[config.mk]
export PLATFORM = sky130hd
export DESIGN_NAME = tia_front
export DESIGN_NICKNAME = d
export VERILOG_FILES = /design/src/hw/rtl/typed_integer_alu_macros.svh /design/src/hw/rtl/tia_pkg.sv /design/src/hw/rtl/tia_front.sv
export SDC_FILE = /design/constraint.sdc
export NUM_CORES = 1
export LEC_CHECK = 0
export BUFFER_PORTS_ARGS = -buffer_cell sky130_fd_sc_hd__buf_2
export CORE_AREA = 2 2 133 135
export DETAILED_ROUTE_END_ITERATION = 6
export DIE_AREA = 0 0 135 137
export GPL_ROUTABILITY_DRIVEN = 1
export SETUP_SLACK_MARGIN = 0.2
export SLEW_MARGIN = 20
export SYNTH_ARGS = -nofsm -noshare
export SYNTH_HDL_FRONTEND = slang
export SYNTH_SLANG_ARGS = --single-unit
[constraint.sdc]
create_clock -name vclk -period 2.6
set_input_delay 0.13 -clock vclk [all_inputs]
set_output_delay 0.13 -clock vclk [all_outputs]
set_load 0.1 [all_outputs]
[src/hw/rtl/typed_integer_alu_macros.svh]
// Assertion macros for the typed integer ALU.
// Used by the top level; no other dependencies.
`ifndef TYPED_INTEGER_ALU_MACROS_SVH
`define TYPED_INTEGER_ALU_MACROS_SVH
`ifndef SYNTH
// Same-cycle implication, disabled during reset.
`define TIA_ASSERT_IMP(lbl, ant, con, msg) \
  lbl: assert property (@(posedge clk) disable iff (rst) (ant) |-> (con)) else $error(msg);
// Next-cycle implication, checked during reset as well.
`define TIA_ASSERT_NEXT(lbl, ant, con, msg) \
  lbl: assert property (@(posedge clk) (ant) |=> (con)) else $error(msg);
`else
`define TIA_ASSERT_IMP(lbl, ant, con, msg)
`define TIA_ASSERT_NEXT(lbl, ant, con, msg)
`endif
`endif

[src/hw/rtl/tia_pkg.sv]
// Shared types, codes and helper functions of the typed integer ALU.
// No dependencies.
package tia_pkg;

  localparam logic [3:0] TY_U8   = 4'd0;
  localparam logic [3:0] TY_S8   = 4'd1;
  localparam logic [3:0] TY_S16  = 4'd2;
  localparam logic [3:0] TY_U16  = 4'd3;
  localparam logic [3:0] TY_S32  = 4'd4;
  localparam logic [3:0] TY_U32  = 4'd5;
  localparam logic [3:0] TY_S64  = 4'd6;
  localparam logic [3:0] TY_U64  = 4'd7;
  localparam logic [3:0] TY_BOOL = 4'd8;

  localparam logic [4:0] OP_ADD = 5'd0;
  localparam logic [4:0] OP_SUB = 5'd1;
  localparam logic [4:0] OP_MUL = 5'd2;
  localparam logic [4:0] OP_DIV = 5'd3;
  localparam logic [4:0] OP_MOD = 5'd4;
  localparam logic [4:0] OP_AND = 5'd5;
  localparam logic [4:0] OP_OR  = 5'd6;
  localparam logic [4:0] OP_XOR = 5'd7;
  localparam logic [4:0] OP_SHL = 5'd8;
  localparam logic [4:0] OP_SHR = 5'd9;
  localparam logic [4:0] OP_EQ  = 5'd10;
  localparam logic [4:0] OP_NE  = 5'd11;
  localparam logic [4:0] OP_GT  = 5'd12;
  localparam logic [4:0] OP_GE  = 5'd13;
  localparam logic [4:0] OP_LT  = 5'd14;
  localparam logic [4:0] OP_LE  = 5'd15;
  localparam logic [4:0] OP_NOT = 5'd16;
  localparam logic [4:0] OP_NEG = 5'd17;
  localparam logic [4:0] OP_BOR = 5'd18;

  localparam logic [63:0] SIGN64 = 64'h8000_0000_0000_0000;

  // One classified operation as it travels from front to back.
  typedef struct packed {
    logic [4:0]  op;
    logic        err;
    logic        sgn;
    logic [5:0]  sh;
    logic [3:0]  rty;
    logic [63:0] rmsk;
    logic [63:0] a;
    logic [63:0] b;
  } item_t;

  typedef struct packed {
    logic full;
    logic empty;
  } qstat_t;

  function automatic logic [63:0] type_mask(input logic [3:0] ty);
    logic [63:0] m;
    case (ty)
      TY_U8, TY_S8:   m = 64'h0000_0000_0000_00FF;
      TY_S16, TY_U16: m = 64'h0000_0000_0000_FFFF;
      TY_S32, TY_U32: m = 64'h0000_0000_FFFF_FFFF;
      TY_S64, TY_U64: m = 64'hFFFF_FFFF_FFFF_FFFF;
      default:        m = 64'h0000_0000_0000_0001;
    endcase
    return m;
  endfunction

  function automatic logic [5:0] shift_mask(input logic [3:0] ty);
    logic [5:0] m;
    case (ty)
      TY_U8, TY_S8:   m = 6'd7;
      TY_S16, TY_U16: m = 6'd15;
      TY_S32, TY_U32: m = 6'd31;
      TY_S64, TY_U64: m = 6'd63;
      default:        m = 6'd0;
    endcase
    return m;
  endfunction

  function automatic logic type_signed(input logic [3:0] ty);
    return (ty == TY_S8) || (ty == TY_S16) || (ty == TY_S32) || (ty == TY_S64);
  endfunction

  function automatic logic [63:0] sext(input logic [63:0] v, input logic [3:0] ty);
    logic [63:0] r;
    case (ty)
      TY_S8:   r = {{56{v[7]}}, v[7:0]};
      TY_S16:  r = {{48{v[15]}}, v[15:0]};
      TY_S32:  r = {{32{v[31]}}, v[31:0]};
      default: r = v;
    endcase
    return r;
  endfunction

endpackage

[src/hw/rtl/tia_front.sv]
// Front part: normalizes operands to the type and classifies the operation.
// Depends on tia_pkg.
module tia_front (
  input  logic [4:0]     op,
  input  logic [3:0]     type_req,
  input  logic [63:0]    lhs,
  input  logic [63:0]    rhs,
  output tia_pkg::item_t item
);

  logic        ty_ok;
  logic        sgn;
  logic [63:0] msk;
  logic [63:0] a;
  logic [63:0] b;
  logic        err;
  logic [3:0]  rty;

  assign ty_ok = type_req <= tia_pkg::TY_BOOL;
  assign sgn   = tia_pkg::type_signed(type_req);
  assign msk   = tia_pkg::type_mask(type_req);
  assign a     = sgn ? tia_pkg::sext(lhs, type_req) : (lhs & msk);
  assign b     = sgn ? tia_pkg::sext(rhs, type_req) : (rhs & msk);

  always_comb begin
    err = 1'b0;
    rty = type_req;
    priority if (!ty_ok) begin
      err = 1'b1;
      rty = tia_pkg::TY_BOOL;
    end else if (type_req == tia_pkg::TY_BOOL &&
                 (op <= tia_pkg::OP_SHR || op == tia_pkg::OP_NEG)) begin
      err = 1'b1;
    end else if (op <= tia_pkg::OP_SHR) begin
      if ((op == tia_pkg::OP_DIV || op == tia_pkg::OP_MOD) && b == 64'd0) begin
        err = 1'b1;
      end
    end else if (op <= tia_pkg::OP_NOT) begin
      rty = tia_pkg::TY_BOOL;
    end else if (op == tia_pkg::OP_NEG) begin
      if (type_req == tia_pkg::TY_U64) begin
        err = 1'b1;
      end else if (type_req == tia_pkg::TY_U8 || type_req == tia_pkg::TY_S8 ||
                   type_req == tia_pkg::TY_U16) begin
        rty = tia_pkg::TY_S32;
      end else if (type_req == tia_pkg::TY_U32) begin
        rty = tia_pkg::TY_S64;
      end
    end else if (op == tia_pkg::OP_BOR && type_req == tia_pkg::TY_BOOL) begin
      err = 1'b0;
    end else begin
      err = 1'b1;
    end
  end

  always_comb begin
    item.op   = op;
    item.err  = err;
    item.sgn  = sgn;
    item.sh   = b[5:0] & tia_pkg::shift_mask(type_req);
    item.rty  = rty;
    item.rmsk = tia_pkg::type_mask(rty);
    item.a    = a;
    item.b    = b;
  end

endmodule

==> report_table.html <==
<table>
<tr><th>Metric</th><th>Value</th></tr>
<tr><th colspan="2">Setup path</th></tr>
<tr><td>Data required time of the critical path</td><td>2.47 ns</td></tr>
<tr><td>Critical path class</td><td>input pin to output pin</td></tr>
<tr><td>Critical path launch point type</td><td>input pin</td></tr>
<tr><td>Peak fanout along the critical path</td><td>32</td></tr>
<tr><td>Arrival time of data at the critical path endpoint</td><td>2.11 ns</td></tr>
<tr><td>Setup crit end kind</td><td>output pin</td></tr>
<tr><th colspan="2">Global routing</th></tr>
<tr><td>Total congestion overflow after global routing</td><td>0</td></tr>
<tr><td>First-pass GRT wire length</td><td>around 17000 µm</td></tr>
<tr><td>Pin count of the biggest net entering global routing</td><td>37</td></tr>
<tr><td>Initial antenna violation count</td><td>0</td></tr>
<tr><td>Vias in the first global route</td><td>3027</td></tr>
<tr><td>Overall track demand over capacity in global routing</td><td>0.1196</td></tr>
<tr><th colspan="2">Power</th></tr>
<tr><td>Power after layout</td><td>0.002281 W</td></tr>
<tr><td>Max rail drop VDD</td><td>227.2 µV</td></tr>
<tr><td>Static leakage power</td><td>3.305 nW</td></tr>
<tr><td>PwrDens</td><td>422.4 nW/µm²</td></tr>
<tr><th colspan="2">Timing</th></tr>
<tr><td>Highest achievable clock rate</td><td>~0.45 GHz</td></tr>
<tr><td>Setup TNS after final layout</td><td>0 ns</td></tr>
<tr><td>Max-slew violations</td><td>0</td></tr>
<tr><td>Slew at the pin closest to its max-slew limit</td><td>0.7143 ns</td></tr>
<tr><td>Final Hold Viols</td><td>0</td></tr>
<tr><td>Setup repair after global routing missed its margin</td><td>false</td></tr>
<tr><td>Worst-case headroom to the max-slew limit</td><td>0.5222</td></tr>
<tr><td>Tightest hold margin</td><td>0.2602 ns</td></tr>
<tr><td>Setup violations, final</td><td>0</td></tr>
<tr><td>Final critical-path required period</td><td>between 2 and 2.5 ns</td></tr>
<tr><td>Fin crit share</td><td>0.8612</td></tr>
<tr><th colspan="2">Worst hold path</th></tr>
<tr><td>Hold Path Class</td><td>input pin to output pin</td></tr>
<tr><td>Hold path depth</td><td>0</td></tr>
<tr><th colspan="2">Layout</th></tr>
<tr><td>Layout clock buffer count</td><td>0</td></tr>
<tr><td>Final net count</td><td>711</td></tr>
<tr><td>Number of sequential storage elements</td><td>0</td></tr>
<tr><td>Antenna cells</td><td>0</td></tr>
<tr><td>Sequential Area</td><td>0 µm²</td></tr>
<tr><td>Fraction of final layout cells sized beyond drive strength 1</td><td>0.6573</td></tr>
<tr><td>Filler instances</td><td>1757</td></tr>
<tr><td>Layout Area Growth over Synthesis</td><td>146.8%</td></tr>
<tr><th colspan="2">Die</th></tr>
<tr><td>Number of top-level design ports</td><td>roughly 350</td></tr>
<tr><td>Y dimension of the die</td><td>137 µm</td></tr>
<tr><td>Std-Cell Core Area</td><td>between 15000 and 20000 µm²</td></tr>
<tr><td>Effective utilization at floorplan</td><td>0.1283</td></tr>
<tr><td>Die area</td><td>between 15000 and 20000 µm²</td></tr>
<tr><td>Die extent in x</td><td>about 140 µm</td></tr>
<tr><td>Floorplan row count</td><td>48</td></tr>
<tr><th colspan="2">Run status</th></tr>
<tr><td>Status</td><td>finished, final reports clean</td></tr>
<tr><th colspan="2">Logic synthesis</th></tr>
<tr><td>Sequential cell area fraction in the yosys report</td><td>0</td></tr>
<tr><td>Syn Std Cell Area</td><td>~2200 µm²</td></tr>
<tr><td>Warning count from the yosys run</td><td>0</td></tr>
<tr><td>Top cells by area in the synthesized netlist</td><td>a21o_1, buf_4, nor2b_1</td></tr>
<tr><td>Gate count after technology mapping</td><td>around 320</td></tr>
<tr><td>Portion of synthesized cell area occupied by the leading cell type</td><td>0.3739</td></tr>
<tr><td>Total nets after synthesis</td><td>453</td></tr>
<tr><td>Library cell with the largest summed area after synthesis</td><td>a21o_1</td></tr>
<tr><td>Post-Syn Area per Cell</td><td>6.925 µm²</td></tr>
<tr><td>Number of distinct library cell variants in the gate-level netlist after synthesis</td><td>47</td></tr>
<tr><th colspan="2">Run</th></tr>
<tr><td>Number of violations of the max-capacitance limit</td><td>0</td></tr>
<tr><th colspan="2">CTS</th></tr>
<tr><td>Post-CTS setup buffer count</td><td>0</td></tr>
<tr><td>Hold-fix buffers at CTS</td><td>0</td></tr>
<tr><td>Count of cells resized by post-cts repair</td><td>0</td></tr>
<tr><th colspan="2">Detailed routing</th></tr>
<tr><td>Total wirelength of the detailed-routed design</td><td>12490 µm</td></tr>
<tr><td>Total met2 wirelength after detailed routing</td><td>6491 µm</td></tr>
<tr><td>Remaining antenna violation count after routing</td><td>0</td></tr>
<tr><td>Met3 wirelength from detailed routing</td><td>1510 µm</td></tr>
<tr><td>Routed via count</td><td>3225</td></tr>
<tr><td>Number of optimization iterations in the first detailed-route pass</td><td>4</td></tr>
<tr><td>Top Layer Used</td><td>met3</td></tr>
<tr><td>Initial DRC count</td><td>about 120</td></tr>
<tr><td>Met1 wire length</td><td>between 4000 and 5000 µm</td></tr>
<tr><td>Average vias per placed instance</td><td>4.046</td></tr>
<tr><td>Detailed-route wire length per cell</td><td>15.67 µm</td></tr>
<tr><td>Number of DRC violations after detailed routing</td><td>0</td></tr>
<tr><th colspan="2">Place</th></tr>
<tr><td>Estimated wirelength of the detail-placed design</td><td>10990 µm</td></tr>
<tr><td>Port Buffer Count</td><td>343</td></tr>
<tr><td>Placer congestion estimate</td><td>0.8346</td></tr>
</table>
==> power breakdown <==
part           total, W  switching (W)  internal [W]  leakage [nW]
sequential            0              0             0             0
clock                 0              0             0             0
combinational   0.00228        0.00169      0.000594          3.30
total           0.00228        0.00169      0.000594          3.30
==> placed cells by master (no fill, tap or decap), types with 2 or more instances in the layout <==
| cell type | count |
|---|---|
| nor3_1 | 2 |
| buf_2 | 228 |
| nor2_1 | 7 |
| nand4_1 | 2 |
| nor2b_2 | 3 |
| buf_4 | 9 |
| nor2b_1 | 17 |
| o21ai_0 | 5 |
| a21o_1 | 109 |
| a31oi_1 | 2 |
| inv_1 | 2 |
| and2_1 | 3 |
| nand2b_1 | 2 |
| a21oi_1 | 3 |
| o21a_1 | 2 |
| nor4_1 | 12 |
| nand3_1 | 3 |
| buf_12 | 117 |
| or4_1 | 2 |
| a21oi_2 | 3 |
| or2_2 | 2 |
| nand2_1 | 9 |
==> layer usage <==
metal	up-vias	track usage
met4	0	0
met2	214	0.2318
met3	0	0.04296
li1	1575	-
met1	1436	0.1327
met5	-	0
==> cell type report <==
| type | instances | area (µm²) | area share |
|---|---|---|---|
| timing repair buffer | 354 | 3551 | 0.6576 |
| multi-input combinational | 216 | 1560 | 0.2889 |
| tap | 225 | 281.5 | 0.05213 |
| inverter | 2 | 7.507 | 0.001390 |
==> worst max-delay path, stage by stage <==
cell	delay [ns]
buf_2	0.15
or4_4	0.54
or3_4	0.36
a21oi_4	0.17
and2_4	0.17
buf_12	0.32
buf_12	0.23
==> cells in the mapped netlist (2+ instances only) <==
library cell    n
a31oi_1         2
buf_4          69
inv_1           2
buf_6           4
or4_1           2
nand2b_1        2
nand4_1         2
a21oi_1         6
or2_1           3
nor2_1          7
clkbuf_1       16
a21o_1        109
o21a_1          2
nor4_1         13
and2_1          4
o21ai_0         5
nand2_1         9
nor3_1          2
nor2b_1        20
buf_2           8
nand3_1         3
==> kinds of logic after synthesis <==
kind of cell	after synthesis	synth area share
compound gates	138	0.4734
buf+inv	100	0.3082
simple gates	77	0.2167
other cells	1	0.001714
==> final timing paths <==
check | startpoint | to | slack, ns
setup / recovery | op[1] | item[160] | 0.36
hold / removal | lhs[0] | item[64] | 0.26
==> through the flow <==
| step | instance area (µm²) | cells | setup slack, ns | utilization |
|---|---|---|---|---|
| after floorplan | 2419 | 316 | -0.3681 | - |
| after global placement | 5400 | 797 | 0.3872 | 0.3166 |
| after detailed placement | 5400 | 797 | 0.3593 | 0.3166 |
| after CTS | 5400 | 797 | 0.3592 | 0.3166 |
| after global routing | 5400 | 797 | 0.2149 | 0.3166 |
| final | 5400 | 797 | 0.3609 | 0.3166 |
(Power assumes the default switching activity.)
