## config.mk

```make
export PLATFORM = sky130hd
export DESIGN_NAME = tia_queue
export DESIGN_NICKNAME = d
export VERILOG_FILES = /design/src/hw/rtl/typed_integer_alu_macros.svh /design/src/hw/rtl/tia_pkg.sv /design/src/hw/rtl/tia_queue.sv
export SDC_FILE = /design/constraint.sdc
export NUM_CORES = 1
export LEC_CHECK = 0
export BUFFER_PORTS_ARGS = -buffer_cell sky130_fd_sc_hd__buf_2
export CORE_UTILIZATION = 39
export CTS_BUF_LIST = sky130_fd_sc_hd__clkbuf_16
export CTS_CLUSTER_SIZE = 20
export DETAILED_ROUTE_END_ITERATION = 8
export GPL_TIMING_DRIVEN = 0
export HOLD_SLACK_MARGIN = 0.02
export PLACE_DENSITY = 0.66
export SYNTH_ARGS = -nofsm -noshare
export SYNTH_HDL_FRONTEND = slang
export SYNTH_SLANG_ARGS = --single-unit
export TNS_END_PERCENT = 20
```

## constraint.sdc

```tcl
create_clock -name clk -period 17 [get_ports clk]
set_input_delay 3.4 -clock clk [delete_from_list [all_inputs] [get_ports clk]]
set_output_delay 3.4 -clock clk [all_outputs]
set_load 0.03 [all_outputs]
```

## src/hw/rtl/typed_integer_alu_macros.svh

```systemverilog
// Assertion macros for the typed integer ALU.
// Used by the top level; no other dependencies.
`ifndef TYPED_INTEGER_ALU_MACROS_SVH
`define TYPED_INTEGER_ALU_MACROS_SVH
`ifndef SYNTH
// Same-cycle implication, disabled during reset.
`define TIA_ASSERT_IMP(lbl, ant, con, msg) \
  lbl: assert property (@(posedge clk) disable iff (rst) (ant) |-> (con)) else $error(msg);
// Next-cycle implication, checked during reset as well.
`define TIA_ASSERT_NEXT(lbl, ant, con, msg) \
  lbl: assert property (@(posedge clk) (ant) |=> (con)) else $error(msg);
`else
`define TIA_ASSERT_IMP(lbl, ant, con, msg)
`define TIA_ASSERT_NEXT(lbl, ant, con, msg)
`endif
`endif

```

## src/hw/rtl/tia_pkg.sv

```systemverilog
// Shared types, codes and helper functions of the typed integer ALU.
// No dependencies.
package tia_pkg;

  localparam logic [3:0] TY_U8   = 4'd0;
  localparam logic [3:0] TY_S8   = 4'd1;
  localparam logic [3:0] TY_S16  = 4'd2;
  localparam logic [3:0] TY_U16  = 4'd3;
  localparam logic [3:0] TY_S32  = 4'd4;
  localparam logic [3:0] TY_U32  = 4'd5;
  localparam logic [3:0] TY_S64  = 4'd6;
  localparam logic [3:0] TY_U64  = 4'd7;
  localparam logic [3:0] TY_BOOL = 4'd8;

  localparam logic [4:0] OP_ADD = 5'd0;
  localparam logic [4:0] OP_SUB = 5'd1;
  localparam logic [4:0] OP_MUL = 5'd2;
  localparam logic [4:0] OP_DIV = 5'd3;
  localparam logic [4:0] OP_MOD = 5'd4;
  localparam logic [4:0] OP_AND = 5'd5;
  localparam logic [4:0] OP_OR  = 5'd6;
  localparam logic [4:0] OP_XOR = 5'd7;
  localparam logic [4:0] OP_SHL = 5'd8;
  localparam logic [4:0] OP_SHR = 5'd9;
  localparam logic [4:0] OP_EQ  = 5'd10;
  localparam logic [4:0] OP_NE  = 5'd11;
  localparam logic [4:0] OP_GT  = 5'd12;
  localparam logic [4:0] OP_GE  = 5'd13;
  localparam logic [4:0] OP_LT  = 5'd14;
  localparam logic [4:0] OP_LE  = 5'd15;
  localparam logic [4:0] OP_NOT = 5'd16;
  localparam logic [4:0] OP_NEG = 5'd17;
  localparam logic [4:0] OP_BOR = 5'd18;

  localparam logic [63:0] SIGN64 = 64'h8000_0000_0000_0000;

  // One classified operation as it travels from front to back.
  typedef struct packed {
    logic [4:0]  op;
    logic        err;
    logic        sgn;
    logic [5:0]  sh;
    logic [3:0]  rty;
    logic [63:0] rmsk;
    logic [63:0] a;
    logic [63:0] b;
  } item_t;

  typedef struct packed {
    logic full;
    logic empty;
  } qstat_t;

  function automatic logic [63:0] type_mask(input logic [3:0] ty);
    logic [63:0] m;
    case (ty)
      TY_U8, TY_S8:   m = 64'h0000_0000_0000_00FF;
      TY_S16, TY_U16: m = 64'h0000_0000_0000_FFFF;
      TY_S32, TY_U32: m = 64'h0000_0000_FFFF_FFFF;
      TY_S64, TY_U64: m = 64'hFFFF_FFFF_FFFF_FFFF;
      default:        m = 64'h0000_0000_0000_0001;
    endcase
    return m;
  endfunction

  function automatic logic [5:0] shift_mask(input logic [3:0] ty);
    logic [5:0] m;
    case (ty)
      TY_U8, TY_S8:   m = 6'd7;
      TY_S16, TY_U16: m = 6'd15;
      TY_S32, TY_U32: m = 6'd31;
      TY_S64, TY_U64: m = 6'd63;
      default:        m = 6'd0;
    endcase
    return m;
  endfunction

  function automatic logic type_signed(input logic [3:0] ty);
    return (ty == TY_S8) || (ty == TY_S16) || (ty == TY_S32) || (ty == TY_S64);
  endfunction

  function automatic logic [63:0] sext(input logic [63:0] v, input logic [3:0] ty);
    logic [63:0] r;
    case (ty)
      TY_S8:   r = {{56{v[7]}}, v[7:0]};
      TY_S16:  r = {{48{v[15]}}, v[15:0]};
      TY_S32:  r = {{32{v[31]}}, v[31:0]};
      default: r = v;
    endcase
    return r;
  endfunction

endpackage

```

## src/hw/rtl/tia_queue.sv

```systemverilog
// Two-entry queue between the front and back parts.
// Depends on tia_pkg.
module tia_queue (
  input  logic             clk,
  input  logic             rst,
  input  logic             push,
  input  tia_pkg::item_t   push_item,
  input  logic             pop,
  output tia_pkg::item_t   head,
  output tia_pkg::qstat_t  stat
);

  tia_pkg::item_t mem [2];
  logic [1:0] cnt;
  logic       wp;
  logic       rp;

  always_ff @(posedge clk) begin
    if (rst) begin
      cnt <= 2'd0;
      wp  <= 1'b0;
      rp  <= 1'b0;
    end else begin
      if (push) begin
        wp <= ~wp;
      end
      if (pop) begin
        rp <= ~rp;
      end
      cnt <= cnt + {1'b0, push} - {1'b0, pop};
    end
  end

  always_ff @(posedge clk) begin
    if (push) begin
      mem[wp] <= push_item;
    end
  end

  assign head       = mem[rp];
  assign stat.full  = cnt == 2'd2;
  assign stat.empty = cnt == 2'd0;

endmodule

```

==> results of run 1 <==
cells in the mapped netlist:
library cell	number	area, um^2
inv_1	2	7.51
xnor2_1	2	17.5
and2_1	1	6.26
mux2_2	109	1230
dfxtp_1	5	100
nor2b_1	3	18.8
edfxtp_1	418	12600
ha_1	2	25.0
buf_6	11	124
nor2_1	5	18.8
buf_4	2	15.0
xnor3_1	1	22.5
mux2_4	100	1500
buf_2	10	50.1
cell usage in the layout, fill, tap and decap left out:
master      instances
clkinv_1            9
bufinv_16           2
dfxtp_1             5
buf_2             433
clkinvlp_4          2
nor2_1              5
buf_6              11
nor2b_1             2
mux2_2            109
ha_1                2
xnor2_1             2
clkinv_2            7
nor2b_4             1
buf_12              7
buf_16              4
clkbuf_16          45
buf_4               2
diode_2             1
edfxtp_1          418
and2_4              1
xnor3_1             1
mux2_4            100
inv_1              15
cells by family after synthesis:
logic type | after synthesis
xor gates and xnor gates | 3
adders and majority gates | 2
buffers and inverters | 25
DFF | 423
muxes | 209
and+or+nand+nor | 9
per-stage QoR:
step / setup slack (ns) / hold WS [ns] / power [uW] / utilization, %
2_1_floorplan: 3.79 / 0.480 / 1520 / -
3_3_place_gp: -2.31 / 0.495 / 1650 / 46.5
3_5_place_dp: 11.54 / 0.510 / 1640 / 47.1
4_1_cts: 11.39 / 0.526 / 2520 / 50.4
5_1_grt: 11.35 / 0.571 / 2570 / 50.4
6_report: 11.49 / 0.514 / 2480 / 50.4
critical path: cells and delay by family (launching register included):
kind / cells / cell delay, ns
buffers and inverters: 4 / 0.91
DFF: 1 / 0.33
muxes: 1 / 0.31
sequential cells by signal, indices dropped and copies added, names as in the netlist, named ones only:
| register | flops |
|---|---|
| wp | 1 |
| rp | 1 |
| cnt | 2 |
| mem | 418 |
worst max path at each step:
stage                     cells past startpoint      from                     to  slack, ns
after global routing                          5  register              head[167]      11.35
after detailed placement                      5      push  mem[0][114]$_DFFE_PP_      11.54
after CTS                                     5  register              head[167]      11.39
after global placement                        2      push  mem[0][120]$_DFFE_PP_      -2.31
final                                         5  register              head[167]      11.49
after floorplan                               1      push    mem[0][0]$_DFFE_PP_       3.79
metal layers:
metal / track usage, % / part of all wire, % / up-vias
met1: 17.4 / 38 / 3851
li1: - / - / 3638
met2: 26.1 / 50 / 330
met5: 0 / 0.14 / -
met4: 6.28 / 2.6 / 6
met3: 5.68 / 9.5 / 61
report_power, final:
part	internal (uW)	switching, uW	total [uW]
logic	143	233	376
registers	1220	14.3	1230
clock network	506	368	874
total	1870	615	2480
area by class of cell:
cell class | instances | area, um^2
Tap cell | 525 | 657
Antenna cell | 1 | 2.50
Buffer | 23 | 189
Multi-Input combinational cell | 223 | 2850
Clock inverter | 33 | 193
Fill cell | 3267 | 19700
Inverter | 2 | 7.51
Timing Repair Buffer | 434 | 2370
Clock buffer | 45 | 1130
Sequential cell | 423 | 12700
==> reports/results.tsv, run 1 <==
metric	value	unit
Initial DRT Pass Iterations	5	
I/O Pins	424	
start point of the worst hold path	rp$_SDFFE_PP0P_	
actual slew at the worst max-slew pin	0.869	ns
clock-pin slew on the worst setup and hold paths	0.06	ns
Worst path max stage delay	0.33	ns
share of layout cells above drive strength 1	61.2	%
placement-stage cell area	18700	um^2
max capacitance violation total	0	
number of rows created at floorplan	73	
chip width	203	um
Post-layout nets	1365	
average instance area after synthesis	23.4	um^2
largest net degree at the start of global routing	61	
routed length per placed instance	18.9	um
total of hold buffers inserted after clock tree synthesis	0	
CTS tree	done	
number of storage elements in the synthesis netlist	423	
number of cells upsized or downsized after cts	0	
max_slew headroom	41.9	%
worst ir drop on vdd	0.0892	mV
count of port buffers added during placement	423	
Post-Syn Area	15700	um^2
final hold vios	0	
final-report max-slew violation count	0	
Residual DRC	0	
wire length reported by the detailed router	32.2	mm
status	completed	
fraction of the yosys area taken by sequential cells	80.7	%
global-route wire length before repair	47.4	mm
R2R setup slack	14.81	ns
xor-xnor portion of the synthesized cell area	0.255	%
Compound-Gate Fraction of Synth Area	0	%
Critical Path, Cell by Cell	buf_4, buf_6, buf_6, mux2_4, buf_2	
Avg Vias per Cell	4.61	
later-pin clock latency in the skew report	0.55	ns
Post-DRT Antenna Nets	0	
crit end category	output pin	
share of synthesized cell area in full adder, half adder and majority cells	0.160	%
number of buffers created by CTS	43	
Post-Layout Inst Area	20000	um^2
combined global-route utilization of all metal layers	15.4	%
critical path peak fanout	10	
worst hold path stage count	2	
number of clock sinks	423	
antenna violations before repair	4	
Final HPWL DP	22.7	mm
post-synthesis mux area share	17.4	%
clock buffer depth	3	
Final period util	32.4	%
Max Fclk	0.181	GHz
Syn Inst Count	671	
critical register-to-register path endpoint	mem[0][168]$_DFFE_PP_	
arrival time of the worst setup path	2.11	ns
count of vias placed by the detailed router	7886	
placeable core area	39700	um^2
area growth from synthesis to final layout	27.8	%
final period demand of the worst path	5.51	ns
last weighted congestion value of the routability-driven placer	0.752	
leakage power total	0.00778	uW
number of global-route vias before repair	8336	
required time of the worst setup path	13.60	ns
starting density of the core	39.5	%
power density cells	124	nW/um^2
CTS H-Tree Depth	2	
critical path type	register to output pin	
RSZ-0062 raised after global routing	no	
reg2reg start	wp$_SDFFE_PP0P_	
Die H	203	um
total of endpoints with negative setup slack in the final report	0	
share of synthesized cell area in and, or, nand and nor gates	0.279	%
post-CTS setup buffers	0	
combinational family with the most area after synthesis	multiplexers	
critical path's slowest cell	dfxtp_1	
Tightest Hold Check Type	register to register	
startpoint kind of the worst setup timing path	register	
cell count after placement	1630	
library cell used as clock root buffer	clkbuf_16	
endpoint of the worst hold path	rp$_SDFFE_PP0P_	
GR Overflow Total	0	
post-route non-filler standard cell count	1709	
accumulated negative setup slack	0	ns
R2R cell count	4	
count of routing violations after the opening detailed-route iteration	302	
post-route clock skew	0.0113	ns
overall die area	41000	um^2
count of yosys warnings during synthesis	0	
Syn Nets	886	
cell repeated most along the worst path	buf_6	
count of distinct cell types in the synthesized netlist	14	
No activity file was read; power rests on OpenSTA's default activity.
==> run 2: changes to the inputs <==
--- a/config.mk
+++ b/config.mk
@@ -12,7 +12,7 @@
 export DETAILED_ROUTE_END_ITERATION = 8
 export GPL_TIMING_DRIVEN = 0
 export HOLD_SLACK_MARGIN = 0.02
-export PLACE_DENSITY = 0.66
+export PLACE_DENSITY = 0.69
 export SYNTH_ARGS = -nofsm -noshare
 export SYNTH_HDL_FRONTEND = slang
 export SYNTH_SLANG_ARGS = --single-unit
==> constraint.sdc (replaced) <==
create_clock -name clk -period 4.5 [get_ports clk]
set_input_delay 0.9 -clock clk [delete_from_list [all_inputs] [get_ports clk]]
set_output_delay 0.9 -clock clk [all_outputs]
set_load 0.03 [all_outputs]
==> reports/results.tsv, run 2 (synthesized netlist as in run 1, its figures left out) <==
metric	value	unit
status	completed	
number of cells upsized or downsized after cts	0	
critical path peak fanout	10	
RSZ-0062 raised after global routing	no	
max capacitance violation total	0	
post-route non-filler standard cell count	1707	
proportion of power drawn by flip-flops and latches	49.6	%
final-report max-slew violation count	0	
number of clock sinks	423	
fraction of power consumed by combinational cells	15.1	%
setup slack after layout	1.49	ns
crit end category	output pin	
final period demand of the worst path	3.01	ns
accumulated negative setup slack	0	ns
design internal power	7060	uW
total of endpoints with negative setup slack in the final report	0	
largest net degree at the start of global routing	67	
later-pin clock latency in the skew report	0.55	ns
Final period util	67.0	%
Worst path max stage delay	0.33	ns
Die H	203	um
chip width	203	um
startpoint kind of the worst setup timing path	register	
worst hold path stage count	2	
flip-flop count of the largest register after layout	418	
Tightest Hold Check Type	register to register	
routed length per placed instance	18.8	um
cell repeated most along the worst path	buf_6	
clock buffer depth	3	
Post-Layout Inst Area	20100	um^2
Residual DRC	0	
number of rows created at floorplan	73	
number of buffers created by CTS	44	
Initial DRT Pass Iterations	4	
Storage cell area	12700	um^2
Final HPWL DP	22.6	mm
Post-DRT Antenna Nets	0	
critical path's slowest cell	dfxtp_1	
max_slew headroom	59.9	%
count of port buffers added during placement	423	
Post-layout nets	1366	
I/O Pins	424	
CTS tree	done	
clock-pin slew on the worst setup and hold paths	0.06	ns
combined global-route utilization of all metal layers	15.4	%
area of combinational cells with multiple inputs	2850	um^2
count of routing violations after the opening detailed-route iteration	298	
Max Fclk	0.332	GHz
Avg Vias per Cell	4.62	
GR Overflow Total	0	
critical path type	register to output pin	
CTS H-Tree Depth	2	
last weighted congestion value of the routability-driven placer	0.745	
number of global-route vias before repair	8358	
worst ir drop on vdd	0.363	mV
placeable core area	39700	um^2
final hold vios	0	
switching power	2330	uW
count of vias placed by the detailed router	7884	
largest reg by FF count	mem	
global-route wire length before repair	47.5	mm
cell count after placement	1630	
total of hold buffers inserted after clock tree synthesis	0	
Critical Path, Cell by Cell	buf_4, buf_6, buf_6, mux2_4, buf_2	
placement-stage cell area	18700	um^2
share of layout cells above drive strength 1	61.2	%
antenna violations before repair	4	
most common cell after layout, fill and taps aside	buf_2	
post-place setup slack	1.69	ns
overall die area	41000	um^2
required time of the worst setup path	3.60	ns
wire length reported by the detailed router	32.2	mm
arrival time of the worst setup path	2.11	ns
post-CTS setup buffers	0	
actual slew at the worst max-slew pin	0.601	ns
power density cells	468	nW/um^2
net switching share of the total power	24.8	%
starting density of the core	39.5	%
Filler Cell Count	3335	
post-route clock skew	0.0157	ns
area growth from synthesis to final layout	27.8	%
Largest regs	mem (418), cnt (2)	
clock share of power	35.3	%
top library cells by usage in the layout, fill and taps aside	buf_2 (433), edfxtp_1 (418), mux2_2 (109)	
leakage power total	0.00777	uW
library cell used as clock root buffer	clkbuf_16	
R2R cell count	5	
run 2: changes by cell type in the layout (fill, tap and decap cells not counted):
cell,delta
clkinv_1,+3
buf_16,+2
clkinv_2,-2
clkinv_4,+1
inv_1,-4
inv_6,+1
buf_12,-2
clkinvlp_4,-1
run 2: per-layer routing:
| metal | routed length, um | up-vias | global-route usage (%) |
|---|---|---|---|
| met1 | 12100 | 3859 | 17.5 |
| met2 | 16200 | 320 | 26.5 |
| met4 | 794 | 6 | 5.77 |
| met3 | 3010 | 59 | 5.70 |
| met5 | 40 | - | 0 |
| li1 | - | 3640 | - |
run 2: layout make-up:
| type | count | share of cell area [%] |
|---|---|---|
| Clock buffer | 45 | 5.62 |
| Sequential cell | 423 | 63.1 |
| Inverter | 2 | 0.0374 |
| Multi-Input combinational cell | 223 | 14.2 |
| Tap cell | 525 | 3.28 |
| Timing Repair Buffer | 434 | 11.9 |
| Antenna cell | 1 | 0.0125 |
| Buffer | 23 | 0.942 |
| Clock inverter | 31 | 0.942 |
run 2: power by group through the flow:
stage	registers, uW	logic (uW)	clock network, uW
floorplan	4760	957	0
global placement	4780	1380	0
detailed placement	4740	1440	0
CTS	4660	1450	3420
global route	4670	1510	3540
finish	4660	1420	3310
run 2: worst max-delay path, delay by kind of cell (launching register included):
kind / cells / cell delay, ns
buf+inv: 4 / 0.88
flops: 1 / 0.33
mux: 1 / 0.33
run 2: final timing paths:
kind	startpoint	endpoint	slack, ns
setup / recovery	register	head[133]	1.49
hold / removal	rp$_SDFFE_PP0P_	rp$_SDFFE_PP0P_	0.51
setup reg to reg	wp$_SDFFE_PP0P_	mem[0][187]$_DFFE_PP_	2.45
hold reg to reg	rp$_SDFFE_PP0P_	rp$_SDFFE_PP0P_	0.51
run 2: stage by stage:
step,utilization [%],total power [uW],hold slack (ns)
2_1_floorplan,-,5710,0.480
3_3_place_gp,46.5,6170,0.493
3_5_place_dp,47.2,6180,0.499
4_1_cts,50.5,9530,0.485
5_1_grt,50.5,9730,0.496
6_report,50.5,9390,0.513
